File: config.mk
export PLATFORM = sky130hd
export DESIGN_NAME = swu_rnd
export DESIGN_NICKNAME = d
export VERILOG_FILES = /design/src/rtl/core/swu_pkg.sv /design/src/rtl/core/swu_rnd.sv
export SDC_FILE = /design/constraint.sdc
export NUM_CORES = 1
export LEC_CHECK = 0
export ABC_AREA = 0
export BUFFER_PORTS_ARGS = -buffer_cell sky130_fd_sc_hd__buf_2
export CAP_MARGIN = 20
export CORE_AREA = 2 2 293 295
export DETAILED_ROUTE_END_ITERATION = 10
export DIE_AREA = 0 0 295 297
export PLACE_DENSITY = 0.46
export SLEW_MARGIN = 20
export SYNTH_ARGS = -nofsm -noshare
export SYNTH_HDL_FRONTEND = slang
export SYNTH_SLANG_ARGS = --single-unit
File: constraint.sdc
create_clock -name clk -period 9.15 [get_ports clk]
set_input_delay 1.3725 -clock clk [delete_from_list [all_inputs] [get_ports clk]]
set_output_delay 1.3725 -clock clk [all_outputs]
set_load 0.01 [all_outputs]
File: src/rtl/core/swu_pkg.sv
// Types, widths, register codes and reset values shared by the weight update block
`default_nettype none
package swu_pkg;

  localparam int DATA_W    = 32;
  localparam int STEP_W    = 31;
  localparam int NOISE_W   = 16;
  localparam int FRAC_W    = 16;
  localparam int CFG_IDX_W = 3;

  localparam int DECAY_PROD_W = DATA_W + STEP_W;
  localparam int STEP_PROD_W  = 2 * STEP_W;
  localparam int NOISE_PROD_W = NOISE_W + STEP_W;
  localparam int DECAY_RND_W  = DECAY_PROD_W - FRAC_W;
  localparam int STEP_RND_W   = STEP_PROD_W - FRAC_W;
  localparam int NOISE_RND_W  = NOISE_PROD_W - FRAC_W;
  localparam int SLOPE_W      = DECAY_RND_W + 3;
  localparam int WSUM_W       = DATA_W + 1;
  localparam int NOISY_W      = STEP_RND_W + 1;

  localparam logic [FRAC_W-1:0] HALF_LSB = 16'h8000;

  localparam logic [STEP_W-1:0] STEP_ONE = 31'd1;
  localparam logic [STEP_W-1:0] STEP_MAX = 31'h7FFF_FFFF;
  localparam logic [DATA_W-1:0] S32_MAX  = 32'h7FFF_FFFF;
  localparam logic [DATA_W-1:0] S32_MIN  = 32'h8000_0000;

  localparam logic [STEP_W-1:0] INC_RST       = 31'd78643;
  localparam logic [STEP_W-1:0] DEC_RST       = 31'd32768;
  localparam logic [STEP_W-1:0] STEP_MIN_RST  = 31'd1;
  localparam logic [STEP_W-1:0] STEP_MAX_RST  = 31'd3276800;
  localparam logic [STEP_W-1:0] DECAY_RST     = 31'd0;
  localparam logic [STEP_W-1:0] ERR_THR_RST   = 31'd0;
  localparam logic [STEP_W-1:0] NOISE_SC_RST  = 31'd0;

  typedef enum logic [CFG_IDX_W-1:0] {
    CFG_INC,
    CFG_DEC,
    CFG_STEP_MIN,
    CFG_STEP_MAX,
    CFG_DECAY,
    CFG_ERR_THR,
    CFG_NOISE
  } cfg_idx_t;

  typedef struct packed {
    logic [STEP_W-1:0] increase_factor;
    logic [STEP_W-1:0] decrease_factor;
    logic [STEP_W-1:0] step_min;
    logic [STEP_W-1:0] step_max;
    logic [STEP_W-1:0] decay_factor;
    logic [STEP_W-1:0] error_threshold;
    logic [STEP_W-1:0] noise_scale;
  } swu_cfg_t;

  typedef struct packed {
    logic [DATA_W-1:0]       weight;
    logic [DATA_W-1:0]       gradient;
    logic [STEP_W-1:0]       prior_step;
    logic [DATA_W-1:0]       prior_slope;
    logic [NOISE_W-1:0]      noise_sample;
    logic                    last_in_sweep;
  } swu_item_t;

  typedef struct packed {
    logic [DATA_W-1:0]       weight;
    logic [DATA_W-1:0]       gradient;
    logic [STEP_W-1:0]       pstep;
    logic                    ps_nz;
    logic                    ps_neg;
    logic                    small_step;
    logic                    last;
    logic [DECAY_PROD_W-1:0] decay_prod;
    logic [STEP_PROD_W-1:0]  inc_prod;
    logic [STEP_PROD_W-1:0]  dec_prod;
    logic [NOISE_PROD_W-1:0] noise_prod;
  } swu_s1_t;

  typedef struct packed {
    logic [DATA_W-1:0]      weight;
    logic [DATA_W-1:0]      slope;
    logic [STEP_W-1:0]      pstep;
    logic                   ps_nz;
    logic                   ps_neg;
    logic                   small_step;
    logic                   last;
    logic [STEP_W-1:0]      grown;
    logic [STEP_RND_W-1:0]  shrunk;
    logic [NOISE_RND_W-1:0] noise_term;
  } swu_s2_t;

  typedef struct packed {
    logic [DATA_W-1:0] new_weight;
    logic [STEP_W-1:0] new_step;
    logic [DATA_W-1:0] new_slope;
    logic              sweep_done;
  } swu_res_t;

endpackage
`default_nettype wire

File: src/rtl/core/swu_rnd.sv
// Stage two: product rounding, slope formation and saturation, step growth clamp
`default_nettype none
module swu_rnd (
  input  logic             clk,
  input  logic             rst_n,
  input  logic             adv,
  input  logic             vld_i,
  input  swu_pkg::swu_s1_t s1_i,
  input  swu_pkg::swu_cfg_t cfg_i,
  output logic             vld_o,
  output swu_pkg::swu_s2_t s2_o
);
  import swu_pkg::*;

  logic                      vld_r;
  swu_s2_t                   s2_r;
  swu_s2_t                   s2_nxt;
  logic [DECAY_PROD_W-1:0]   decay_sum;
  logic [STEP_PROD_W-1:0]    inc_sum;
  logic [STEP_PROD_W-1:0]    dec_sum;
  logic [NOISE_PROD_W-1:0]   noise_sum;
  logic [STEP_RND_W-1:0]     inc_rnd;
  logic signed [SLOPE_W-1:0] dmag;
  logic signed [SLOPE_W-1:0] gext;
  logic signed [SLOPE_W-1:0] slope_wide;
  logic                      slope_ovf;

  always_comb begin
    decay_sum = s1_i.decay_prod + DECAY_PROD_W'(HALF_LSB);
    inc_sum   = s1_i.inc_prod + STEP_PROD_W'(HALF_LSB);
    dec_sum   = s1_i.dec_prod + STEP_PROD_W'(HALF_LSB);
    noise_sum = s1_i.noise_prod + NOISE_PROD_W'(HALF_LSB);
    inc_rnd   = inc_sum[STEP_PROD_W-1:FRAC_W];

    dmag = $signed(SLOPE_W'(decay_sum[DECAY_PROD_W-1:FRAC_W]));
    gext = $signed({{(SLOPE_W-DATA_W){s1_i.gradient[DATA_W-1]}}, s1_i.gradient});
    slope_wide = s1_i.weight[DATA_W-1] ? (dmag - gext) : (-gext - dmag);
    slope_ovf  = (slope_wide[SLOPE_W-1:DATA_W-1] != '0) &&
                 (slope_wide[SLOPE_W-1:DATA_W-1] != '1);

    s2_nxt.weight = s1_i.weight;
    if (!slope_ovf) begin
      s2_nxt.slope = slope_wide[DATA_W-1:0];
    end else if (slope_wide[SLOPE_W-1]) begin
      s2_nxt.slope = S32_MIN;
    end else begin
      s2_nxt.slope = S32_MAX;
    end
    s2_nxt.pstep      = s1_i.pstep;
    s2_nxt.ps_nz      = s1_i.ps_nz;
    s2_nxt.ps_neg     = s1_i.ps_neg;
    s2_nxt.small_step = s1_i.small_step;
    s2_nxt.last       = s1_i.last;
    s2_nxt.grown      = (inc_rnd > STEP_RND_W'(cfg_i.step_max)) ? cfg_i.step_max
                                                                 : inc_rnd[STEP_W-1:0];
    s2_nxt.shrunk     = dec_sum[STEP_PROD_W-1:FRAC_W];
    s2_nxt.noise_term = noise_sum[NOISE_PROD_W-1:FRAC_W];
  end

  always_ff @(posedge clk) begin
    if (!rst_n) begin
      vld_r <= 1'b0;
    end else if (adv) begin
      vld_r <= vld_i;
    end
  end

  always_ff @(posedge clk) begin
    if (adv) begin
      s2_r <= s2_nxt;
    end
  end

  assign vld_o = vld_r;
  assign s2_o  = s2_r;

endmodule
`default_nettype wire

==> metrics <==
setup TNS 0 ns; number of warnings printed during yosys synthesis 0; arrival time reported for the critical path endpoint 8.11 ns; outcome finished clean; count of buffers inserted at the top-level ports 515; internal power contribution 2.25 mW; LEAKAGE 10.2 nW; worst min path class register to register; cell row count 107; aggregate routed wire length 79.3 mm; CTS H-tree lvls 1; number of nets in the final layout 3292; Via density 4.60; Non-Filler Instances 3731; Achievable Freq 129 MHz; Congestion Overflow GR 0; start-to-end type of the worst setup path input port to register; fraction of power consumed by combinational cells 31.4%; count of nets left with antenna violations after detail routing 0; detailed-route wire length per cell 21.3 um; overall track demand over capacity in global routing 17.2%; syn nets 2794; Root Driver sky130_fd_sc_hd__clkbuf_16; switching share of power 35.4%; quantity of hold-fixing buffers added after cts 0; fin. max-slew vios 0; total power of the final layout 3.49 mW; cts bufs inserted 29; number of sinks handled by clock tree synthesis 208; required time of the critical path 9.49 ns; sequential share of power 33.7%; leading cell type by number of instances after synthesis sky130_fd_sc_hd__edfxtp_1; post-route clock skew 0 ns; part of the cycle the worst path needs 84.9%; proportion of synthesized chip area in sequential cells 34.0%; min cycle time layout 7.77 ns; share of synthesized registers carrying an async set or reset 0%; Storage cell area 0.00624 mm2; least setup slack across all paths after layout 1.38 ns; fraction of synthesized cell area taken by the top area cell type 33.8%; DRC violation total after the first TritonRoute iteration 1041; Pre-Repair DR Iteration Count 5; worst-path cell with the longest stage delay sky130_fd_sc_hd__nor4_1; fraction of power consumed by the clock network 34.9%; CTS tree yes; VDD IR max 0.000146 V; Slowest Stage Delay on Critical Path 0.62 ns; critical path startpoint category input port; number of top-level design ports 762; count of buffering cells on the critical path with inverters included 3; Power Dens Cells 150 mW/mm2; top post-synthesis cells by area sky130_fd_sc_hd__edfxtp_1, sky130_fd_sc_hd__ha_1, sky130_fd_sc_hd__xnor2_1, sky130_fd_sc_hd__a21oi_1, sky130_fd_sc_hd__nand2_1; Most used DFF post-synth sky130_fd_sc_hd__edfxtp_1; post-synth top area cell sky130_fd_sc_hd__edfxtp_1; RSZ-0062 raised after global routing no; Max-Slew Margin vs Limit 36.8%; Final setup violation count 0; HPWL after detailed placement 67.0 mm; max-capacitance violation count 0; fraction of final layout cells sized beyond drive strength 1 24.7%; clock-pin slew on the worst setup and hold paths 0.06 ns; Die Footprint 0.0876 mm2; Layout Area Growth over Synthesis 26.6%; Fill cells 9194; maximum clock path buffer count 3; maximum number of pins on one net before global-route repair 146; core region area 0.0845 mm2; Via Count 17200; DIE HEIGHT 297 um; number of cells produced by synthesis 2061; number of distinct library cell variants in the gate-level netlist after synthesis 82; switching power 1.24 mW; number of remaining DRC errors 0; multi-input combinational cell area 0.0112 mm2; worst hold slack across all endpoints 0.519 ns; nature of the critical path endpoint register; count of flip-flops with a built-in enable after synthesis 207; kind of cell adding the most delay to the critical path simple AND/OR/NAND/NOR gates; post-CTS sizing 0; Syn Std Cell Area 0.0184 mm2; effective utilization at floorplan 21.7%; global-route wire length before repair 110 mm; number of global-route vias before repair 16700; Worst Tran Pin Value 0.949 ns; antenna violations before repair 26; Clk Latency, worst-skew pair 0.60 ns; post-placement setup slack 0.736 ns; per-instance average area after synthesis 8.91 um2; commonest cells in the synthesized netlist sky130_fd_sc_hd__edfxtp_1, sky130_fd_sc_hd__nand2_1, sky130_fd_sc_hd__inv_1; number of hold-slack violations in the final timing report 0; synthesis-stage register bit count 208; maximum fanout along the worst path 17; number of placed instances, taps included 3672; post-CTS repair timing setup buffer count 0; routability cong. 0.899; horizontal extent of the die 295 um
## stage by stage
| stage | util, % | area [um2] |
|---|---|---|
| after global placement | 26.3 | 22200 |
| after CTS | 27.5 | 23200 |
| after detailed placement | 26.3 | 22200 |
| final | 27.5 | 23200 |
| after global routing | 27.5 | 23200 |
| after floorplan | - | 18400 |
## worst register-to-register path: cells and delay by family (launching register included)
kind | cells | cell delay (ns)
flops | 1 | 0.31
simple gates | 1 | 0.06
mux | 1 | 0.12
## power by group through the flow
stage | Sequential, mW | Combinational (mW) | Clock (mW)
2_1_floorplan | 1.23 | 0.592 | 0
3_3_place_gp | 1.20 | 1.10 | 0
6_report | 1.18 | 1.09 | 1.22
4_1_cts | 1.18 | 1.10 | 1.28
5_1_grt | 1.19 | 1.20 | 1.30
3_5_place_dp | 1.20 | 1.09 | 0
## cell type report
class | count | area share [%]
Tap cell | 1144 | 6.16
Multi-Input combinational cell | 1609 | 48.0
Clock buffer | 32 | 3.17
Inverter | 180 | 2.91
Antenna cell | 5 | 0.0538
Sequential cell | 208 | 26.8
Timing Repair Buffer | 531 | 11.7
Clock inverter | 22 | 1.15
## cell families after synthesis
kind of cell | Yosys count | synth area share [%]
and+or+nand+nor | 674 | 18.0
DFF | 208 | 34.0
adders and majority gates | 179 | 12.3
xor gates and xnor gates | 229 | 10.9
muxes | 64 | 3.71
buffers and inverters | 244 | 5.31
AOI/OAI and AO/OA | 463 | 15.8
## routing by layer
metal  global-route usage (%)  part of all wire, %  vias up
met5                        0                 0.25        -
met4                     6.50                  4.1       30
met3                     4.87                  7.7      137
met2                     30.3                   48      545
met1                     19.5                   40     7989
li1                         -                    -     8458
## sequential cells by signal, indices dropped and copies added, names as in the netlist
register	flops
s2_o	207
vld_o	1
## layout by cell type, fill, tap and decap left out, types with 19 or more instances in the layout
cell type,Yosys,final
sky130_fd_sc_hd__xnor2_1,162,162
sky130_fd_sc_hd__mux2i_1,31,31
sky130_fd_sc_hd__a21o_1,41,41
sky130_fd_sc_hd__and4_1,19,19
sky130_fd_sc_hd__and3_1,47,47
sky130_fd_sc_hd__edfxtp_1,207,207
sky130_fd_sc_hd__nand3_1,90,90
sky130_fd_sc_hd__nor2_1,137,137
sky130_fd_sc_hd__mux2_2,33,33
sky130_fd_sc_hd__clkbuf_16,0,29
sky130_fd_sc_hd__a21oi_1,163,163
sky130_fd_sc_hd__ha_1,177,177
sky130_fd_sc_hd__nor3_1,39,39
sky130_fd_sc_hd__xor2_1,67,67
sky130_fd_sc_hd__o211ai_1,19,19
sky130_fd_sc_hd__nand4_1,72,72
sky130_fd_sc_hd__buf_2,21,514
sky130_fd_sc_hd__o21ai_0,99,99
sky130_fd_sc_hd__inv_1,180,180
sky130_fd_sc_hd__nand2_1,197,197
## final timing paths
| kind | end | slack, ns | cells after the start | start |
|---|---|---|---|---|
| worst max-delay path | s2_o[143] | 1.38 | 26 | s1_i[186] |
| worst min-delay path | vld_o | 0.52 | 2 | vld_o |
| worst max register to register | vld_o | 8.56 | 2 | vld_o |
| worst min register to register | vld_o | 0.52 | 2 | vld_o |
(Power assumes the default switching activity.)
