--- config.mk ---
export PLATFORM = sky130hd
export DESIGN_NAME = swu_sel
export DESIGN_NICKNAME = d
export VERILOG_FILES = /design/src/rtl/core/swu_pkg.sv /design/src/rtl/core/swu_sel.sv
export SDC_FILE = /design/constraint.sdc
export NUM_CORES = 1
export LEC_CHECK = 0
export BUFFER_PORTS_ARGS = -buffer_cell sky130_fd_sc_hd__buf_2
export CAP_MARGIN = 30
export CORE_AREA = 5 5 202 204
export DETAILED_ROUTE_END_ITERATION = 6
export DIE_AREA = 0 0 207 209
export PLACE_DENSITY = 0.67
export SYNTH_ARGS = -nofsm -noshare
export SYNTH_HDL_FRONTEND = slang
export SYNTH_SLANG_ARGS = --single-unit
--- constraint.sdc ---
create_clock -name clk -period 5.2 [get_ports clk]
set_clock_uncertainty 0.2 [all_clocks]
set_input_delay 0.52 -clock clk [delete_from_list [all_inputs] [get_ports clk]]
set_output_delay 0.52 -clock clk [all_outputs]
set_load 0.1 [all_outputs]
--- src/rtl/core/swu_pkg.sv ---
// Types, widths, register codes and reset values shared by the weight update block
`default_nettype none
package swu_pkg;

  localparam int DATA_W    = 32;
  localparam int STEP_W    = 31;
  localparam int NOISE_W   = 16;
  localparam int FRAC_W    = 16;
  localparam int CFG_IDX_W = 3;

  localparam int DECAY_PROD_W = DATA_W + STEP_W;
  localparam int STEP_PROD_W  = 2 * STEP_W;
  localparam int NOISE_PROD_W = NOISE_W + STEP_W;
  localparam int DECAY_RND_W  = DECAY_PROD_W - FRAC_W;
  localparam int STEP_RND_W   = STEP_PROD_W - FRAC_W;
  localparam int NOISE_RND_W  = NOISE_PROD_W - FRAC_W;
  localparam int SLOPE_W      = DECAY_RND_W + 3;
  localparam int WSUM_W       = DATA_W + 1;
  localparam int NOISY_W      = STEP_RND_W + 1;

  localparam logic [FRAC_W-1:0] HALF_LSB = 16'h8000;

  localparam logic [STEP_W-1:0] STEP_ONE = 31'd1;
  localparam logic [STEP_W-1:0] STEP_MAX = 31'h7FFF_FFFF;
  localparam logic [DATA_W-1:0] S32_MAX  = 32'h7FFF_FFFF;
  localparam logic [DATA_W-1:0] S32_MIN  = 32'h8000_0000;

  localparam logic [STEP_W-1:0] INC_RST       = 31'd78643;
  localparam logic [STEP_W-1:0] DEC_RST       = 31'd32768;
  localparam logic [STEP_W-1:0] STEP_MIN_RST  = 31'd1;
  localparam logic [STEP_W-1:0] STEP_MAX_RST  = 31'd3276800;
  localparam logic [STEP_W-1:0] DECAY_RST     = 31'd0;
  localparam logic [STEP_W-1:0] ERR_THR_RST   = 31'd0;
  localparam logic [STEP_W-1:0] NOISE_SC_RST  = 31'd0;

  typedef enum logic [CFG_IDX_W-1:0] {
    CFG_INC,
    CFG_DEC,
    CFG_STEP_MIN,
    CFG_STEP_MAX,
    CFG_DECAY,
    CFG_ERR_THR,
    CFG_NOISE
  } cfg_idx_t;

  typedef struct packed {
    logic [STEP_W-1:0] increase_factor;
    logic [STEP_W-1:0] decrease_factor;
    logic [STEP_W-1:0] step_min;
    logic [STEP_W-1:0] step_max;
    logic [STEP_W-1:0] decay_factor;
    logic [STEP_W-1:0] error_threshold;
    logic [STEP_W-1:0] noise_scale;
  } swu_cfg_t;

  typedef struct packed {
    logic [DATA_W-1:0]       weight;
    logic [DATA_W-1:0]       gradient;
    logic [STEP_W-1:0]       prior_step;
    logic [DATA_W-1:0]       prior_slope;
    logic [NOISE_W-1:0]      noise_sample;
    logic                    last_in_sweep;
  } swu_item_t;

  typedef struct packed {
    logic [DATA_W-1:0]       weight;
    logic [DATA_W-1:0]       gradient;
    logic [STEP_W-1:0]       pstep;
    logic                    ps_nz;
    logic                    ps_neg;
    logic                    small_step;
    logic                    last;
    logic [DECAY_PROD_W-1:0] decay_prod;
    logic [STEP_PROD_W-1:0]  inc_prod;
    logic [STEP_PROD_W-1:0]  dec_prod;
    logic [NOISE_PROD_W-1:0] noise_prod;
  } swu_s1_t;

  typedef struct packed {
    logic [DATA_W-1:0]      weight;
    logic [DATA_W-1:0]      slope;
    logic [STEP_W-1:0]      pstep;
    logic                   ps_nz;
    logic                   ps_neg;
    logic                   small_step;
    logic                   last;
    logic [STEP_W-1:0]      grown;
    logic [STEP_RND_W-1:0]  shrunk;
    logic [NOISE_RND_W-1:0] noise_term;
  } swu_s2_t;

  typedef struct packed {
    logic [DATA_W-1:0] new_weight;
    logic [STEP_W-1:0] new_step;
    logic [DATA_W-1:0] new_slope;
    logic              sweep_done;
  } swu_res_t;

endpackage
`default_nettype wire

--- src/rtl/core/swu_sel.sv ---
// Stage three: sign test, step and weight selection, output register
`default_nettype none
module swu_sel (
  input  logic              clk,
  input  logic              rst_n,
  input  logic              adv,
  input  logic              vld_i,
  input  swu_pkg::swu_s2_t  s2_i,
  input  swu_pkg::swu_cfg_t cfg_i,
  output logic              vld_o,
  output swu_pkg::swu_res_t res_o
);
  import swu_pkg::*;

  logic                     vld_r;
  swu_res_t                 res_r;
  swu_res_t                 res_nxt;
  logic                     s_nz;
  logic                     s_neg;
  logic                     rel_pos;
  logic                     rel_neg;
  logic [STEP_W-1:0]        mv;
  logic signed [WSUM_W-1:0] wext;
  logic signed [WSUM_W-1:0] mvext;
  logic signed [WSUM_W-1:0] wsum;
  logic [DATA_W-1:0]        wsat;
  logic [NOISY_W-1:0]       noisy;
  logic [STEP_RND_W-1:0]    floored;
  logic [STEP_W-1:0]        shrink_step;

  always_comb begin
    s_nz    = (s2_i.slope != '0);
    s_neg   = s2_i.slope[DATA_W-1];
    rel_pos = s2_i.ps_nz && s_nz && (s2_i.ps_neg == s_neg);
    rel_neg = s2_i.ps_nz && s_nz && (s2_i.ps_neg != s_neg);

    mv    = rel_pos ? s2_i.grown : s2_i.pstep;
    wext  = $signed({s2_i.weight[DATA_W-1], s2_i.weight});
    mvext = $signed(WSUM_W'(mv));
    wsum  = s_neg ? (wext + mvext) : (wext - mvext);
    if (wsum[WSUM_W-1] == wsum[WSUM_W-2]) begin
      wsat = wsum[DATA_W-1:0];
    end else if (wsum[WSUM_W-1]) begin
      wsat = S32_MIN;
    end else begin
      wsat = S32_MAX;
    end

    noisy   = NOISY_W'(s2_i.shrunk) + NOISY_W'(s2_i.noise_term);
    floored = (s2_i.shrunk < STEP_RND_W'(cfg_i.step_min)) ? STEP_RND_W'(cfg_i.step_min)
                                                         : s2_i.shrunk;
    if (s2_i.small_step) begin
      shrink_step = (noisy[NOISY_W-1:STEP_W] != '0) ? STEP_MAX : noisy[STEP_W-1:0];
    end else begin
      shrink_step = (floored[STEP_RND_W-1:STEP_W] != '0) ? STEP_MAX : floored[STEP_W-1:0];
    end

    res_nxt.sweep_done = s2_i.last;
    if (rel_pos) begin
      res_nxt.new_weight = wsat;
      res_nxt.new_step   = s2_i.grown;
      res_nxt.new_slope  = s2_i.slope;
    end else if (rel_neg) begin
      res_nxt.new_weight = s2_i.weight;
      res_nxt.new_step   = shrink_step;
      res_nxt.new_slope  = '0;
    end else begin
      res_nxt.new_weight = wsat;
      res_nxt.new_step   = '0;
      res_nxt.new_slope  = s2_i.slope;
    end
  end

  always_ff @(posedge clk) begin
    if (!rst_n) begin
      vld_r <= 1'b0;
    end else if (adv) begin
      vld_r <= vld_i;
    end
  end

  always_ff @(posedge clk) begin
    if (adv) begin
      res_r <= res_nxt;
    end
  end

  assign vld_o = vld_r;
  assign res_o = res_r;

endmodule
`default_nettype wire

==> impl_metrics.sql, run 1 <==
INSERT INTO impl_metrics (metric_group, metric, value, unit) VALUES
('cells_and_area', 'share_of_layout_cells_above_drive_strength_1', '0.353', ''),
('die', 'design.portCount', '525', ''),
('worst_setup_path', 'critical_path.startpoint', 's2_i[146]', ''),
('synth', 'synth-seq-cells', '97', ''),
('drt', 'drt_first_pass_iters', '5', ''),
('run', 'max_cap_viol_count', '0', ''),
('die', 'core_area', '0.0391', 'mm2'),
('sta', 'worst_slew_margin_rel', '0.343', ''),
('synth', 'syn-num-nets', '1878', ''),
('worst_setup_path', 'ff2ff_setup_slack', '4.40', 'ns'),
('synth', 'yosysWarnings', '0', ''),
('grt', 'grt_pass1_wl', '72300', 'um'),
('drt', 'via_per_inst', '5.36', ''),
('synth', 'synth_async_sr_flop_share', '0', ''),
('cts', 'ctsHtreeMaxLevel', '3', ''),
('synth', 'synth_cell_area', '0.0111', 'mm2'),
('grt', 'grt_start_max_net_pins', '67', ''),
('synth', 'synth.largest_area_cell', 'sky130_fd_sc_hd__edfxtp_1', ''),
('synth', 'synth_top_area_share', '0.260', ''),
('synth', 'post_synth.cell_area_avg', '8.19', 'um2'),
('grt', 'global_route.usage.total', '0.214', ''),
('die', 'die_y', '209', 'um'),
('die', 'std_cell_rows', '73', ''),
('sta', 'clock.fmax', '195', 'MHz'),
('synth', 'synthTopCellsByArea', 'sky130_fd_sc_hd__edfxtp_1 (26%), sky130_fd_sc_hd__ha_1 (11%), sky130_fd_sc_hd__a21oi_1 (7.5%), sky130_fd_sc_hd__nand2_1 (4.3%), sky130_fd_sc_hd__xnor2_1 (4.3%)', ''),
('min_path', 'timing.hold.worst.class', 'primary input to flop', ''),
('place', 'placement.setup.worst_slack', '-0.595', 'ns'),
('drt', 'drt_wl_total', '50200', 'um'),
('worst_setup_path', 'critical_path.max_fanout', '7', ''),
('cts', 'ctsRootBufferMaster', 'sky130_fd_sc_hd__clkbuf_16', ''),
('synth', 'yosys.cell_count.top_type', 'sky130_fd_sc_hd__a21oi_1', ''),
('die', 'floorplan.die.width', '207', 'um'),
('worst_setup_path', 'rr_endpoint', 'vld_o$_SDFFE_PN0P_', ''),
('synth', 'synth-compound-area-share', '0.260', ''),
('sta', 'final.period_utilization', '0.989', ''),
('synth', 'synth-seq-area-share', '0.262', ''),
('sta', 'rsz_0062_raised_after_global_routing', 'yes', ''),
('place', 'portBuffers', '338', ''),
('power_and_ir_drop', 'vdd_drop_max', '145', 'uV'),
('cts', 'clk_latency', '0.38', 'ns'),
('synth', 'synth_fa_ha_area_frac', '0.114', ''),
('status', 'status', 'finished clean', ''),
('drt', 'num_vias', '12700', ''),
('cells_and_area', 'footprint_of_the_multi_input_gates', '0.00817', 'mm2'),
('die', 'floorplan.die_area', '0.0433', 'mm2'),
('synth', 'synth-main-ff-cell', 'sky130_fd_sc_hd__edfxtp_1', ''),
('worst_setup_path', 'depth_of_the_worst_register_to_register_path', '2', ''),
('drt', 'post-route-drc-count', '0', ''),
('worst_setup_path', 'cp_data_required_time', '5.18', 'ns'),
('drt', 'first_iter_violations', '942', ''),
('worst_setup_path', 'crit_end', 'res_o[93]$_DFFE_PP_', ''),
('sta', 'final_hold_viol_count', '0', ''),
('synth', 'synthXorXnorAreaFrac', '0.0682', ''),
('synth', 'synth_enable_flop_cells', '96', ''),
('worst_setup_path', 'worst-setup-path-type', 'primary input to flop', ''),
('sta', 'tightest_slew', '0.981', 'ns'),
('place', 'dpl-instance-area', '0.0146', 'mm2'),
('synth', 'netlist-cell-type-count', '86', ''),
('grt', 'grt_overflow', '0', ''),
('cts', 'clk_pin_slew', '0.09', 'ns'),
('worst_setup_path', 'signal_arrival_time_at_the_worst_endpoint', '5.12', 'ns'),
('cells_and_area', 'finish.net_count', '2360', ''),
('cts', 'max-clock-path-buffers', '2', ''),
('drt', 'antenna_left', '0', ''),
('worst_setup_path', 'crit-reg2reg-launch', 'vld_o$_SDFFE_PN0P_', ''),
('power_and_ir_drop', 'power-per-cell-area', '299', 'mW/mm2'),
('cts', 'tritoncts_clock_tree', 'done', ''),
('synth', 'synth_top_family_by_area', 'compound AO/OA/AOI/OAI gates', ''),
('cells_and_area', 'stdcell_area', '0.0156', 'mm2'),
('sta', 'finalWorstPathRequiredPeriod', '5.14', 'ns'),
('grt', 'antenna_found_initial', '21', '');
==> per-stage QoR <==
stage	utilization	hold WS (ns)	power [mW]	instances	setup TNS, ns
after global placement	0.374	0.294	3.76	2324	-12.62
after CTS	0.389	0.107	4.55	2354	-0.000375
after global routing	0.400	0.104	4.89	2372	-2.64
final	0.400	0.119	4.67	2376	0
after floorplan	-	0.419	2.96	1353	0
after detailed placement	0.374	0.319	3.78	2324	-15.90
==> where the power goes <==
group	total, mW	internal [mW]	switching, mW	leakage, nW
Combinational	2.91	0.978	1.94	5.95
Sequential	1.05	1.02	0.0358	0.944
Clock	0.706	0.344	0.362	0.150
Total	4.67	2.34	2.33	7.04
==> metal layers <==
layer,track usage,up-vias,wire (um)
met5,0,-,108
met4,0.0508,20,907
met3,0.0465,67,4060
met2,0.327,549,21900
met1,0.310,6012,23200
li1,-,6077,-
==> placed cells by master, fill, tap and decap left out, types with 9 or more instances in the layout <==
cell	n
sky130_fd_sc_hd__buf_2	330
sky130_fd_sc_hd__buf_4	182
sky130_fd_sc_hd__a21oi_1	150
sky130_fd_sc_hd__nand2_1	122
sky130_fd_sc_hd__nor2_1	99
sky130_fd_sc_hd__edfxtp_1	96
sky130_fd_sc_hd__ha_1	93
sky130_fd_sc_hd__xnor2_1	53
sky130_fd_sc_hd__inv_1	45
sky130_fd_sc_hd__a31oi_1	43
sky130_fd_sc_hd__o21ai_0	42
sky130_fd_sc_hd__and3_1	42
sky130_fd_sc_hd__and2_1	38
sky130_fd_sc_hd__mux2i_1	36
sky130_fd_sc_hd__a21o_1	31
sky130_fd_sc_hd__xor2_1	26
sky130_fd_sc_hd__a21boi_0	26
sky130_fd_sc_hd__a21oi_2	25
sky130_fd_sc_hd__nor3_1	24
sky130_fd_sc_hd__nand4_1	22
sky130_fd_sc_hd__o21ai_1	18
sky130_fd_sc_hd__nand3_1	18
sky130_fd_sc_hd__or3_1	17
sky130_fd_sc_hd__o21a_1	17
sky130_fd_sc_hd__nor4_1	15
sky130_fd_sc_hd__buf_6	14
sky130_fd_sc_hd__o31ai_1	12
sky130_fd_sc_hd__diode_2	11
sky130_fd_sc_hd__a211oi_1	11
sky130_fd_sc_hd__clkbuf_16	10
sky130_fd_sc_hd__or4_1	9
sky130_fd_sc_hd__nor2b_1	9
sky130_fd_sc_hd__nand2b_1	9
==> worst min path at each step <==
stage,from,end,cells after the start
5_1_grt,s2_i[108],res_o[0]$_DFFE_PP_,1
2_1_floorplan,s2_i[108],res_o[0]$_DFFE_PP_,0
4_1_cts,s2_i[108],res_o[0]$_DFFE_PP_,1
3_5_place_dp,vld_o$_SDFFE_PN0P_,vld_o$_SDFFE_PN0P_,2
6_report,s2_i[108],res_o[0]$_DFFE_PP_,1
3_3_place_gp,vld_o$_SDFFE_PN0P_,vld_o$_SDFFE_PN0P_,2
==> worst max-delay path: stages <==
cell and delay, ns:
sky130_fd_sc_hd__buf_2 0.10, sky130_fd_sc_hd__nor4_1 0.36, sky130_fd_sc_hd__nand4_1 0.20, sky130_fd_sc_hd__o211a_4 0.32, sky130_fd_sc_hd__buf_12 0.16, sky130_fd_sc_hd__mux2i_4 0.20
sky130_fd_sc_hd__nand3_4 0.11, sky130_fd_sc_hd__nor3_4 0.23, sky130_fd_sc_hd__o21ai_4 0.11, sky130_fd_sc_hd__nor3_4 0.24, sky130_fd_sc_hd__buf_6 0.15, sky130_fd_sc_hd__a21oi_2 0.05
sky130_fd_sc_hd__xnor2_1 0.24, sky130_fd_sc_hd__ha_1 0.33, sky130_fd_sc_hd__a21o_1 0.20, sky130_fd_sc_hd__a21o_1 0.17, sky130_fd_sc_hd__a22o_1 0.26, sky130_fd_sc_hd__a41oi_2 0.19
sky130_fd_sc_hd__buf_4 0.14, sky130_fd_sc_hd__buf_4 0.13, sky130_fd_sc_hd__o21ai_0 0.09, sky130_fd_sc_hd__o32a_1 0.37, sky130_fd_sc_hd__o21ai_1 0.23
==> sequential cells by signal (all words and copies together), names as in the netlist <==
| name | cells |
|---|---|
| res_o | 96 |
| vld_o | 1 |
==> logic make-up (layout without fill, tap and decap cells) <==
family,Yosys count,after routing
adder cells (fa/ha/maj),100,100
other,0,11
XOR/XNOR,82,82
flip-flops,97,97
AND/OR/NAND/NOR,469,469
multiplexers,43,43
buffers and inverters,111,598
AO/OA/AOI/OAI,451,451
==> timing repair <==
action / 4_1_cts / 5_1_grt
gates cloned: 1 / 1
pin swaps: 24 / 59
buffers inserted: 13 / 10
hold buffers: 0 / 0
endpoints found under the setup margin: 31 / 31
gates resized for setup: 26 / 73
==> layout make-up <==
type / count / area share
multi-input cells: 1145 / 0.522
well taps: 525 / 0.0420
clock inverters: 7 / 0.00520
flip-flops and latches: 97 / 0.186
inverters: 45 / 0.0108
diodes: 11 / 0.00176
clock buffers: 9 / 0.0144
repair buffers: 537 / 0.218
Power figures use the tool's default switching activity.
==> inputs of run 2 (changes only) <==
--- a/config.mk
+++ b/config.mk
@@ -10,6 +10,7 @@
 export CORE_AREA = 5 5 202 204
 export DETAILED_ROUTE_END_ITERATION = 6
 export DIE_AREA = 0 0 207 209
+export GPL_TIMING_DRIVEN = 0
 export PLACE_DENSITY = 0.67
 export SYNTH_ARGS = -nofsm -noshare
 export SYNTH_HDL_FRONTEND = slang
==> impl_metrics.sql, run 2 (synthesis gave the netlist of run 1 again) <==
INSERT INTO impl_metrics (metric_group, metric, value, unit) VALUES
('worst_setup_path', 'master_of_the_slowest_instance_on_the_critical_path', 'sky130_fd_sc_hd__ha_1', ''),
('cts', 'ctsHtreeMaxLevel', '3', ''),
('power_and_ir_drop', 'cellLeakagePower', '6.64', 'nW'),
('sta', 'worst_slew_margin_rel', '0.419', ''),
('die', 'design.portCount', '525', ''),
('worst_setup_path', 'crit-reg2reg-launch', 'vld_o$_SDFFE_PN0P_', ''),
('worst_setup_path', 'setup.worst_path.end_class', 'flop', ''),
('sta', 'clock.fmax', '188', 'MHz'),
('drt', 'drt_wl_total', '53100', 'um'),
('sta', 'final_hold_viol_count', '0', ''),
('cells_and_area', 'layout_commonest_cell', 'sky130_fd_sc_hd__buf_2', ''),
('min_path', 'hold_path.startpoint', 's2_i[108]', ''),
('die', 'floorplan.die.width', '207', 'um'),
('cts', 'clk_pin_slew', '0.08', 'ns'),
('power_and_ir_drop', 'seq_power_share', '0.226', ''),
('drt', 'drt-wirelength-per-cell', '23.1', 'um'),
('cells_and_area', 'fin_util', '0.390', ''),
('drt', 'drt_first_pass_iters', '5', ''),
('grt', 'vias_in_the_first_global_route', '12300', ''),
('cts', 'clk_latency', '0.37', 'ns'),
('min_path', 'hold_depth', '1', ''),
('drt', 'via_per_inst', '5.56', ''),
('worst_setup_path', 'signal_arrival_time_at_the_worst_endpoint', '5.25', 'ns'),
('status', 'failed_checks', 'setup timing', ''),
('status', 'status', 'complete, but fails checks', ''),
('cts', 'clkSinkCount', '97', ''),
('place', 'portBuffers', '333', ''),
('die', 'core_area', '0.0391', 'mm2'),
('sta', 'final.period_utilization', '1.02', ''),
('power_and_ir_drop', 'swShare', '0.512', ''),
('die', 'die_y', '209', 'um'),
('cts', 'cts_hold_repair.buffers', '0', ''),
('power_and_ir_drop', 'vdd_drop_max', '158', 'uV'),
('sta', 'rsz_0062_raised_after_global_routing', 'yes', ''),
('die', 'start_util', '0.284', ''),
('min_path', 'holdPathEnd', 'res_o[0]$_DFFE_PP_', ''),
('worst_setup_path', 'ff2ff_setup_slack', '4.41', 'ns'),
('sta', 'holdWs', '0.120', 'ns'),
('worst_setup_path', 'cp-start-kind', 'primary input', ''),
('sta', 'finalWorstPathRequiredPeriod', '5.33', 'ns'),
('place', 'routabilityCongestion', '0.934', ''),
('cells_and_area', 'syn2layout_area_growth', '37.4', '%'),
('power_and_ir_drop', 'pwr-share-clk', '0.153', ''),
('cells_and_area', 'share_of_layout_cells_above_drive_strength_1', '0.325', ''),
('cells_and_area', 'finish.net_count', '2291', ''),
('power_and_ir_drop', 'combinationalPowerShare', '0.622', ''),
('drt', 'antenna_left', '0', ''),
('worst_setup_path', 'cp_data_required_time', '5.12', 'ns'),
('grt', 'global_route.usage.total', '0.229', ''),
('cells_and_area', 'largest_register_ffs', '96', ''),
('sta', 'tightest_slew', '0.871', 'ns'),
('worst_setup_path', 'depth_of_the_worst_register_to_register_path', '2', ''),
('power_and_ir_drop', 'cellInternalPower', '2.28', 'mW'),
('worst_setup_path', 'critical_path.max_fanout', '5', ''),
('place', 'dpl.hpwl', '43400', 'um'),
('sta', 'setup_slack', '-0.129', 'ns'),
('grt', 'antenna_found_initial', '11', ''),
('grt', 'grt_start_max_net_pins', '65', ''),
('cts', 'ctsRootBufferMaster', 'sky130_fd_sc_hd__clkbuf_16', ''),
('power_and_ir_drop', 'power-per-cell-area', '306', 'mW/mm2'),
('sta', 'final-setup-viol-count', '29', ''),
('cts', 'max-clock-path-buffers', '2', ''),
('power_and_ir_drop', 'p_sw', '2.39', 'mW'),
('die', 'std_cell_rows', '73', ''),
('place', 'dpl-instance-area', '0.0136', 'mm2'),
('drt', 'post-route-drc-count', '0', ''),
('worst_setup_path', 'crit_path_max_incr_delay', '0.33', 'ns'),
('cells_and_area', 'count_of_fill_cells_added_during_filler_insertion', '4024', ''),
('min_path', 'timing.hold.worst.class', 'primary input to flop', ''),
('drt', 'first_iter_violations', '797', ''),
('grt', 'grt_pass1_wl', '77000', 'um'),
('worst_setup_path', 'rr_endpoint', 'vld_o$_SDFFE_PN0P_', ''),
('worst_setup_path', 'worst-setup-path-type', 'primary input to flop', ''),
('sta', 'drv_slew', '0', ''),
('cts', 'tritoncts_clock_tree', 'done', ''),
('run', 'max_cap_viol_count', '0', ''),
('cells_and_area', 'mostFrequentLayoutCells', 'sky130_fd_sc_hd__buf_2 (335), sky130_fd_sc_hd__a21oi_1 (149), sky130_fd_sc_hd__nand2_1 (123), sky130_fd_sc_hd__nor2_1 (105), sky130_fd_sc_hd__edfxtp_1 (96)', ''),
('drt', 'num_vias', '12800', ''),
('cts', 'cts_made_buffers', '9', ''),
('die', 'floorplan.die_area', '0.0433', 'mm2'),
('grt', 'grt_overflow', '0', ''),
('cells_and_area', 'stdcell_area', '0.0152', 'mm2');
## run 2: cell count changes in the layout (fill, tap and decap cells not counted), sizes merged
cell	change
clkinvlp	+2
clkbuf	+45
diode	-4
bufbuf	-1
buf	-112
clkinv	-3
## run 2: how the worst max path moves through the flow
stage | cells after the start | to | slack, ns | from
after floorplan | 25 | res_o[76]$_DFFE_PP_ | 0.00008 | s2_i[174]
after global placement | 21 | res_o[94]$_DFFE_PP_ | -1.50 | s2_i[153]
after detailed placement | 21 | res_o[94]$_DFFE_PP_ | -1.50 | s2_i[153]
after CTS | 27 | res_o[85]$_DFFE_PP_ | -0.04 | s2_i[156]
after global routing | 25 | res_o[74]$_DFFE_PP_ | -0.36 | s2_i[165]
final | 26 | res_o[82]$_DFFE_PP_ | -0.13 | s2_i[164]
## run 2: power by group through the flow
stage                     logic [mW]  registers [mW]  clock network, mW
after floorplan                 1.05            1.91                  0
after global placement          2.49            1.07                  0
final                           2.90            1.05              0.712
after detailed placement        2.51            1.07                  0
after CTS                       2.73            1.06              0.720
after global routing            3.05            1.07              0.751
## run 2: critical path: cells and delay by family
family / cells / cell delay, ns
AOI/OAI and AO/OA: 8 / 1.41
xor gates and xnor gates: 2 / 0.55
adders and majority gates: 1 / 0.33
buffers and inverters: 5 / 0.80
muxes: 1 / 0.25
and+or+nand+nor: 9 / 1.40
## run 2: stage by stage
stage	setup WS, ns	power [mW]	setup TNS (ns)	cells
finish	-0.129	4.66	-2.46	2303
global route	-0.357	4.87	-9.39	2299
CTS	-0.0395	4.51	-0.378	2277
detailed placement	-1.50	3.59	-42.37	2213
global placement	-1.50	3.56	-42.37	2211
floorplan	0.0000848	2.96	0	1353
## run 2: what timing repair did
item                                    4_1_cts  5_1_grt
hold endpoints to repair                      0        0
gates resized for setup                      97       78
buffers inserted                             52       23
gates cloned                                  1        1
endpoints found under the setup margin       32       32
pin swaps                                    37       70
## run 2: area by class of cell
cell class,instances,area [um2],area share
antenna,7,17.5,0.00115
buffer,60,367,0.0241
clock buffer,10,239,0.0157
clock inverter,6,60.1,0.00394
inverter,45,169,0.0111
multi-input combinational,1145,8470,0.556
sequential,97,2900,0.191
tap,525,657,0.0431
timing repair buffer,408,2350,0.155
## run 2: routing by layer
metal,up-vias,share of wire,GRT usage
li1,5939,-,-
met1,6123,0.44,0.318
met2,629,0.46,0.376
met4,14,0.023,0.0458
met3,89,0.076,0.0381
met5,-,0.0014,0
